## src/design/k3c_pkg.sv

```systemverilog
// ----------------------------------------------------------------------------
// k3c_pkg: shared types and constants of the 3x3 RGBA convolution
// Command and status bundles between controller and datapath, register
// indexes, reset values and fixed datapath widths.
// ----------------------------------------------------------------------------
package k3c_pkg;

	localparam int DEF_MAX_WIDTH = 2048;

	localparam int PIX_W   = 32;
	localparam int COEF_W  = 16;
	localparam int ROW_W   = 48;
	localparam int GAIN_W  = 18;
	localparam int BIAS_W  = 11;
	localparam int LW_W    = 12;
	localparam int W_W     = 13;
	localparam int OFF_W   = 15;
	localparam int ACC_W   = 28;
	localparam int PROD_W  = 47;
	localparam int T_W     = 48;
	localparam int FRAC_W  = 26;
	localparam int CNT_W   = 32;

	localparam int CFG_DW  = 64;
	localparam int CFG_AW  = 6;
	localparam int REG_IDX_W = 3;

	localparam logic [REG_IDX_W-1:0] REG_KTOP  = 3'd0;
	localparam logic [REG_IDX_W-1:0] REG_KMID  = 3'd1;
	localparam logic [REG_IDX_W-1:0] REG_KBOT  = 3'd2;
	localparam logic [REG_IDX_W-1:0] REG_GAIN  = 3'd3;
	localparam logic [REG_IDX_W-1:0] REG_BIAS  = 3'd4;
	localparam logic [REG_IDX_W-1:0] REG_LINEW = 3'd5;

	localparam logic [ROW_W-1:0]  RST_KTOP  = 48'h0;
	localparam logic [ROW_W-1:0]  RST_KMID  = 48'h0000_1000_0000;
	localparam logic [ROW_W-1:0]  RST_KBOT  = 48'h0;
	localparam logic [GAIN_W-1:0] RST_GAIN  = 18'd16384;
	localparam logic [BIAS_W-1:0] RST_BIAS  = 11'd0;
	localparam logic [LW_W-1:0]   RST_LINEW = 12'd2048;

	localparam logic CMD_PUSH  = 1'b0;
	localparam logic CMD_DRAIN = 1'b1;

	localparam logic [7:0] CHAN_MAX = 8'hFF;

	typedef enum logic [1:0] {
		SRC_FIRST = 2'd0,
		SRC_NEW   = 2'd1,
		SRC_MEM   = 2'd2
	} src_t;

	typedef struct packed {
		logic       latch;
		logic       decide;
		logic       tap_issue;
		logic       tap_acc;
		logic [1:0] tap_row;
		logic [1:0] tap_col;
		logic       wr_en;
		logic       mul_en;
		logic       fin_en;
		logic [1:0] ch;
		logic       load_out;
	} cmd_t;

	typedef struct packed {
		logic emit;
		logic push_write;
		logic out_free;
	} status_t;

endpackage

```

## src/design/k3c_ctrl.sv

```systemverilog
// ----------------------------------------------------------------------------
// k3c_ctrl: sequencer of the 3x3 RGBA convolution
// Accepts a request, lets the datapath decide, steps the nine taps, writes
// the delay line, scales four channels and hands the result to the output.
// ----------------------------------------------------------------------------
module k3c_ctrl (
	input  logic             clk,
	input  logic             arst_n,
	input  logic             in_valid,
	output logic             in_ready,
	input  k3c_pkg::status_t st,
	output k3c_pkg::cmd_t    cmd
);

	import k3c_pkg::*;

	typedef enum logic [5:0] {
		S_IDLE   = 6'b000001,
		S_DECIDE = 6'b000010,
		S_TAP    = 6'b000100,
		S_WR     = 6'b001000,
		S_SCALE  = 6'b010000,
		S_OUT    = 6'b100000
	} state_t;

	state_t     state_q, state_d;
	logic [3:0] k_q, k_d;
	logic [1:0] row_q, row_d, col_q, col_d;
	logic       emit_q, wr_q;

	assign in_ready = (state_q == S_IDLE);

	always_comb begin
		state_d = state_q;
		k_d     = k_q;
		row_d   = row_q;
		col_d   = col_q;
		cmd     = '0;
		cmd.tap_row = row_q;
		cmd.tap_col = col_q;
		cmd.ch      = k_q[1:0];
		unique case (state_q)
			S_IDLE: begin
				if (in_valid) begin
					cmd.latch = 1'b1;
					state_d   = S_DECIDE;
				end
			end
			S_DECIDE: begin
				cmd.decide = 1'b1;
				k_d   = '0;
				row_d = '0;
				col_d = '0;
				if (st.emit) begin
					state_d = S_TAP;
				end else if (st.push_write) begin
					state_d = S_WR;
				end else begin
					state_d = S_IDLE;
				end
			end
			S_TAP: begin
				cmd.tap_issue = (k_q < 4'd9);
				cmd.tap_acc   = (k_q != 4'd0);
				if (k_q == 4'd9) begin
					k_d     = '0;
					state_d = wr_q ? S_WR : S_SCALE;
				end else begin
					k_d = k_q + 4'd1;
					if (col_q == 2'd2) begin
						col_d = '0;
						row_d = row_q + 2'd1;
					end else begin
						col_d = col_q + 2'd1;
					end
				end
			end
			S_WR: begin
				cmd.wr_en = 1'b1;
				k_d       = '0;
				state_d   = emit_q ? S_SCALE : S_IDLE;
			end
			S_SCALE: begin
				cmd.mul_en = (k_q < 4'd4);
				cmd.fin_en = (k_q != 4'd0);
				if (k_q == 4'd4) begin
					k_d     = '0;
					state_d = S_OUT;
				end else begin
					k_d = k_q + 4'd1;
				end
			end
			S_OUT: begin
				if (st.out_free) begin
					cmd.load_out = 1'b1;
					state_d      = S_IDLE;
				end
			end
			default: begin
				state_d = S_IDLE;
			end
		endcase
	end

	always_ff @(posedge clk or negedge arst_n) begin
		if (!arst_n) begin
			state_q <= S_IDLE;
			k_q     <= '0;
			row_q   <= '0;
			col_q   <= '0;
			emit_q  <= 1'b0;
			wr_q    <= 1'b0;
		end else begin
			state_q <= state_d;
			k_q     <= k_d;
			row_q   <= row_d;
			col_q   <= col_d;
			if (state_q == S_DECIDE) begin
				emit_q <= st.emit;
				wr_q   <= st.push_write;
			end
		end
	end

endmodule

```

## config.mk

```make
export PLATFORM = sky130hd
export DESIGN_NAME = k3c_ctrl
export DESIGN_NICKNAME = d
export VERILOG_FILES = /design/src/design/k3c_pkg.sv /design/src/design/k3c_ctrl.sv
export SDC_FILE = /design/constraint.sdc
export NUM_CORES = 1
export LEC_CHECK = 0
export BUFFER_PORTS_ARGS = -buffer_cell sky130_fd_sc_hd__clkbuf_2
export CORE_UTILIZATION = 50
export CTS_CLUSTER_DIAMETER = 150
export CTS_CLUSTER_SIZE = 40
export DETAILED_ROUTE_END_ITERATION = 8
export GPL_TIMING_DRIVEN = 0
export HOLD_SLACK_MARGIN = 0.12
export PLACE_DENSITY = 0.75
export SYNTH_ARGS = -nofsm -noshare
export SYNTH_HDL_FRONTEND = slang
export SYNTH_SLANG_ARGS = --single-unit
```

## constraint.sdc

```tcl
create_clock -name clk -period 4.5 [get_ports clk]
set_clock_uncertainty 0.15 [all_clocks]
set_input_delay 0.675 -clock clk [delete_from_list [all_inputs] [get_ports clk]]
set_output_delay 0.675 -clock clk [all_outputs]
set_load 0.02 [all_outputs]
```

==> results of run 1 <==
[path summary, 6_finish.rpt]
check                           depth (start not counted)    endpoint  startpoint
worst max-delay path                                    5     cmd[12]  state_q[4]
worst min-delay path                                    1    col_q[0]      arst_n
worst max register to register                          6    row_q[1]      k_q[1]
worst min register to register                          1    row_q[1]    row_q[1]
max in group asynchronous                               1  state_q[0]      arst_n
min in group clk                                        1    row_q[1]    row_q[1]
[synthesized netlist by cell type, types with 2 or more instances]
cell type | instances | area share (%)
a21oi_1 | 5 | 2.5
and2_1 | 2 | 1.2
and3b_2 | 2 | 2.0
buf_4 | 2 | 1.5
clkbuf_1 | 2 | 0.74
dfrtp_1 | 15 | 37
ha_1 | 4 | 5.0
inv_1 | 6 | 2.2
nand2_1 | 10 | 3.7
nand3_1 | 6 | 3.0
nand3b_1 | 6 | 4.5
nor2_1 | 7 | 2.6
nor2_2 | 2 | 1.2
nor3_1 | 4 | 2.0
nor4_4 | 2 | 4.2
o21ai_0 | 7 | 3.5
o22ai_1 | 2 | 1.2
o31ai_1 | 2 | 1.5
[sequential cells by signal (all words and copies together) (netlist names)]
name and flops:
col_q 2, state_q 6, wr_q 1, emit_q 1
row_q 2, k_q 4
[metal layers]
metal	track usage, %	vias up
li1	-	435
met1	28.6	406
met2	29.4	15
met3	3.46	2
met4	6.86	0
met5	0	-
[report_power, final]
group	leakage (nW)	switching (mW)	internal, mW
Clock	0.0210	0.0458	0.0492
Sequential	0.205	0.0576	0.191
Combinational	0.361	0.208	0.137
Total	0.587	0.312	0.377
[cells by family (layout without fill, tap and decap cells)]
logic type | Yosys count | in the layout
and+or+nand+nor | 49 | 49
AOI/OAI and AO/OA | 24 | 24
DFF | 16 | 16
buffers and inverters | 11 | 35
adders and majority gates | 4 | 4
xor gates and xnor gates | 2 | 2
[worst reg2reg max path, cell delays in order (launching register included)]
cell and delay, ns:
dfrtp_1 0.43, inv_1 0.10, ha_1 0.21, nand3b_1 0.18, nand4b_2 0.28, o311ai_1 0.34
o41ai_1 0.11
[area by class of cell]
type | count | area, sq um | area share [%]
timing repair buffer | 20 | 100 | 8.49
sequential | 16 | 402 | 34.1
inverter | 6 | 22.5 | 1.91
buffer | 5 | 33.8 | 2.87
tap | 25 | 31.3 | 2.65
clock buffer | 4 | 36.3 | 3.08
multi-input combinational | 79 | 553 | 46.9
[stage by stage]
stage	area, sq um	hold WS, ns	power, mW	utilization [%]	worst slack (ns)
after floorplan	1010	0.229	0.504	-	2.28
after global placement	1140	0.317	0.579	63.4	2.16
after detailed placement	1140	0.337	0.594	63.4	2.13
after CTS	1180	0.156	0.690	65.4	1.80
after global routing	1180	0.160	0.740	65.4	1.67
final	1180	0.145	0.688	65.4	1.81
==> results.ini, run 1 <==
[setup_path]
critPathMaxStageDelay_ns=0.38
crit_path_max_fanout=8
worstPathRequired_ns=3.67
ff2ff_setup_slack_ns=2.59
critical_path.top_delay_family=simple AND/OR/NAND/NOR gates
endpoint_kind=output pin
cp_num_buf_inv=3
worstSetupPathType=flop to output pin
crit_arrival_ns=1.87
worstPathCellList=buf_6 -> nor4_1 -> nand3b_1 -> inv_1 -> clkbuf_2
crit_slowest_cell=dfrtp_1
startpoint_type=flop

[clocking]
post-cts-setup-buffer-count=0
cts.clk_slew.worst_paths_ns=0.10
cts_buffers=3
cts.sinks=16
cts_tree=done
clock_latency_ns=0.28
cts_root_buf=clkbuf_4
cts.htree.levels=1
cts_resized=0
clock_path_buffers=2
hold_buffers=0

[route]
avgRoutedWirePerCell_um=12.9
viasPerCell=5.54
antenna_left=0
met3_length_um=53
vias=858
drt-total-wl_um=2000
drc=0
wl_met1_um=979
top_layer=met4
drt-initial-drc-count=23
firstDrtPassIters=4
wl_met2_um=952

[finish]
fin_cells=155
drive_gt1_share_pct=29.2
n_antenna_cell=0
final_cell_mix=20 x clkbuf_2, 15 x dfrtp_1, 10 x nand2_1
nNetsFinal=141
area_growth_pct=16.6
fill_cells=157
final_common_cell=clkbuf_2

[yosys]
yosysUniqueCellTypes=38
yosysSeqAreaShare_pct=39.7
yosysWarningCount=0
synth-adder-area-share_pct=4.95
synth_top_family_by_area=simple AND/OR/NAND/NOR gates
synth_nets=116
syn_area_sq_um=1010
synth_seq_cells=16
avgSynthCellArea_sq_um=9.54
async_flop_share_pct=100
synth-compound-area-share_pct=15.3
synth_edf_count=0
synth_xor_area_share_pct=1.73
muxShareOfSynthArea_pct=0
ys.flop_type=dfrtp_1
synth-simple-area-share_pct=32.7
synthCells=106

[floorplan]
dieArea_sq_um=2210
core_sq_um=1800
die_height_um=47.0
num_rows=15
start_util_pct=56.1
die_width_um=47.0
ios=21

[sta]
finalCriticalPeriod_ns=2.69
rsz0062_at_grt=no
max_freq_mhz=371
hold_viol=0
final.setup.tns_ns=0
fin_crit_sh_pct=59.8
setup_viol=0
slew_headroom_pct=73.7
worst_pin_slew_ns=0.394
slew_violations=0

[placement]
dp_hpwl_um=1560
place_congestion=0.743
placedCellCount=151
port_buffers=20

[grt]
grtUsageTotal_pct=19.6
grt-ovfl-total=0
grt_max_degree=17
grt_pass1_wl_um=3010
grt_pass1_vias=686
antenna_found_initial=0

[run_status]
outcome=finished clean

[power_and_ir_drop]
vdd_drop_max_v=0.000349
leakagePower_nw=0.587
p_per_area_nw_per_um2=584

[min_path]
hold_path.class=input port to async pin

[run]
cap_violations=0

(Power assumes the default switching activity.)
==> run 2, diff against run 1 <==
--- a/config.mk
+++ b/config.mk
@@ -5,8 +5,9 @@
 export SDC_FILE = /design/constraint.sdc
 export NUM_CORES = 1
 export LEC_CHECK = 0
+export ABC_AREA = 1
 export BUFFER_PORTS_ARGS = -buffer_cell sky130_fd_sc_hd__clkbuf_2
-export CORE_UTILIZATION = 50
+export CORE_UTILIZATION = 49
 export CTS_CLUSTER_DIAMETER = 150
 export CTS_CLUSTER_SIZE = 40
 export DETAILED_ROUTE_END_ITERATION = 8
==> constraint.sdc (replaced) <==
create_clock -name clk -period 2.25 [get_ports clk]
set_clock_uncertainty 0.15 [all_clocks]
set_input_delay 0.3375 -clock clk [delete_from_list [all_inputs] [get_ports clk]]
set_output_delay 0.3375 -clock clk [all_outputs]
set_load 0.02 [all_outputs]
==> run 2 against run 1 <==
Clock power up 67%. Register-to-register slack worse by 2.0 ns. Cell area up 13%. Non-clock buffer count up 1. First-iteration DRC count up 17%. Routed wire length up 10%. Final cell count up 32%. Synthesized cell count up 43%. Worst setup slack worse by 1.6 ns. Die area up 16%. Highest routed layer unchanged.
==> results.ini, run 2 <==
[finish]
final_common_cell=nand2_1
finalInstanceArea_sq_um=1330  ; +13%
n_antenna_cell=0  ; unchanged
drive_gt1_share_pct=31.1  ; +1.8 points
fin_cells=205  ; +32%
biggestRegsByFlops=state_q: 6 flops, k_q: 4 flops
area_growth_pct=14.8
final_cell_mix=39 x nand2_1, 21 x inv_1, 20 x clkbuf_2
largest_reg_flops=6  ; unchanged
regMostFlops=state_q
nNetsFinal=188  ; +33%

[sta]
slew_headroom_pct=73.9  ; +0.18 points
hold_viol=0  ; unchanged
rsz0062_at_grt=no
whs_ns=0.160  ; +0.0144 ns
fin_crit_sh_pct=89.8
final.setup.tns_ns=0  ; unchanged
setup_viol=0  ; unchanged
slew_violations=0  ; unchanged
finalCriticalPeriod_ns=2.02
max_freq_mhz=495
worst_pin_slew_ns=0.392  ; -0.00264 ns

[power_and_ir_drop]
comb_power_share_pct=59.1  ; +9.0 points
power_switching_mw=0.824  ; +160%
p_int_mw=0.802  ; +110%
p_sw_share_pct=50.7  ; +5.4 points
p_per_area_nw_per_um2=1220  ; +110%
vdd_drop_max_v=0.000608  ; +74%
leakagePower_nw=0.759  ; +29%
power.share.sequential_pct=31.1  ; -5.0 points
p_clk_share_pct=9.8  ; -4.0 points

[floorplan]
num_rows=17  ; +2
start_util_pct=52.4  ; -3.7 points
ios=21  ; unchanged
die_width_um=50.6  ; +7.8%
die_height_um=50.6  ; +7.8%
core_sq_um=2210  ; +23%
dieArea_sq_um=2560  ; +16%

[min_path]
hold_path.class=input port to flop
hold_path_depth=3

[placement]
placedCellCount=200  ; +32%
postPlaceCellArea_sq_um=1290  ; +13%
dp_hpwl_um=1780  ; +15%
place_congestion=0.897  ; +21%
port_buffers=20  ; unchanged

[clocking]
clock_latency_ns=0.29  ; about the same
cts.htree.levels=1  ; unchanged
cts_root_buf=clkbuf_4
cts_buffers=3  ; unchanged
clock_path_buffers=2  ; unchanged
hold_buffers=1  ; +1
cts_tree=done
post-cts-setup-buffer-count=0  ; unchanged
cts.clk_slew.worst_paths_ns=0.10  ; about the same
cts.sinks=16  ; unchanged
cts_resized=0  ; unchanged

[yosys]
ys_top_cells_by_area=dfrtp_1 32%, nand2_1 13%, inv_1 6.8%
synth_top_area_cell=dfrtp_1
synth_edf_count=0  ; unchanged
yosysSeqAreaShare_pct=34.7  ; -5.1 points
synth_seq_cells=16  ; unchanged
synth_nets=162  ; +40%
ys.flop_type=dfrtp_1
synth_top_area_share_pct=32.4  ; -4.7 points
async_flop_share_pct=100  ; unchanged
avgSynthCellArea_sq_um=7.62  ; -20%
yosysUniqueCellTypes=28  ; -26%
synthTopCellsByCount=39 x nand2_1, 21 x inv_1, 15 x dfrtp_1, 10 x nor2_1
yosysMostFrequentCell=nand2_1
syn_area_sq_um=1160  ; +15%
synthCells=152  ; +43%
yosysWarningCount=0  ; unchanged

[setup_path]
worstRegToRegCells=7  ; +1
endpoint_kind=output pin
startpoint_type=flop
worstSetupPathType=flop to output pin
crit_path_max_fanout=8  ; unchanged
worstPathRequired_ns=1.76  ; -1.91 ns
crit_arrival_ns=1.53  ; -0.34 ns

[route]
drt-total-wl_um=2200  ; +10%
viasPerCell=5.02  ; -9.3%
vias=1029  ; +20%
antenna_left=0  ; unchanged
firstDrtPassIters=6  ; +2
drt-initial-drc-count=27  ; +17%
avgRoutedWirePerCell_um=10.7  ; -17%
drc=0  ; unchanged

[run]
cap_violations=0  ; unchanged

[grt]
grt-ovfl-total=0  ; unchanged
grt_pass1_vias=946  ; +38%
antenna_found_initial=0  ; unchanged
grt_pass1_wl_um=3770  ; +25%
grt_max_degree=17  ; unchanged
grtUsageTotal_pct=19.1  ; -0.50 points

[run_status]
outcome=finished clean

==> run 2: cell types whose count changed after synthesis, moves of 6 or more <==
cell | previous run | this run
inv_1 | 6 | 21
nand2_1 | 10 | 39
nor2_4 | 0 | 6
nand4_1 | 0 | 6
nand3b_1 | 6 | 0
==> run 2: final timing paths <==
| kind | startpoint | to | slack [ns] |
|---|---|---|---|
| setup reg to reg | k_q[1] | state_q[3] | 0.60 |
| hold reg to reg | emit_q | emit_q | 0.38 |
| hold / removal | in_valid | state_q[1] | 0.16 |
| max in group asynchronous | arst_n | state_q[0] | 1.28 |
| min in group asynchronous | arst_n | state_q[4] | 0.34 |
| setup / recovery | k_q[0] | cmd[3] | 0.23 |
==> run 2: cell families after synthesis <==
group,Yosys count,synth area share (%)
and+or+nand+nor,83,39.6
xor gates and xnor gates,2,1.51
buffers and inverters,31,11.6
AOI/OAI and AO/OA,15,7.45
DFF,16,34.7
adders and majority gates,4,4.32
muxes,1,0.864
==> run 2: stage by stage <==
| step | power [mW] | setup WS, ns | utilization [%] |
|---|---|---|---|
| after floorplan | 1.26 | 0.448 | - |
| after global placement | 1.43 | 0.579 | 58.5 |
| after detailed placement | 1.47 | 0.555 | 58.5 |
| after CTS | 1.63 | 0.233 | 60.1 |
| after global routing | 1.77 | 0.0635 | 60.1 |
| final | 1.63 | 0.229 | 60.1 |
==> run 2: cell type report <==
cell class / instances / area [sq um]
Buffer: 5 / 36.3
Clock buffer: 4 / 26.3
Inverter: 26 / 97.6
Multi-Input combinational cell: 105 / 623
Tap cell: 28 / 35.0
Timing Repair Buffer: 21 / 110
Fill cell: 216 / 882
Sequential cell: 16 / 402
==> run 2: worst max-delay path, stage by stage (launching register included) <==
cell and delay (ns):
dfrtp_1 0.50, inv_1 0.11, ha_1 0.22, nand2_1 0.09, nor2_1 0.05, nor2_1 0.10, clkbuf_2 0.17
==> run 2: layer usage <==
metal | share of wire, % | global-route usage [%]
met1 | 45 | 22.4
met2 | 52 | 35.6
met3 | 2.7 | 3.03
met4 | 0.46 | 5.09
met5 | 0 | 0
==> run 2: power groups by stage <==
stage | sequential [mW] | clock [mW] | combinational [mW]
5_1_grt | 0.521 | 0.171 | 1.08
4_1_cts | 0.507 | 0.160 | 0.966
3_3_place_gp | 0.504 | 0 | 0.926
2_1_floorplan | 0.520 | 0 | 0.736
3_5_place_dp | 0.513 | 0 | 0.961
6_report | 0.506 | 0.159 | 0.961
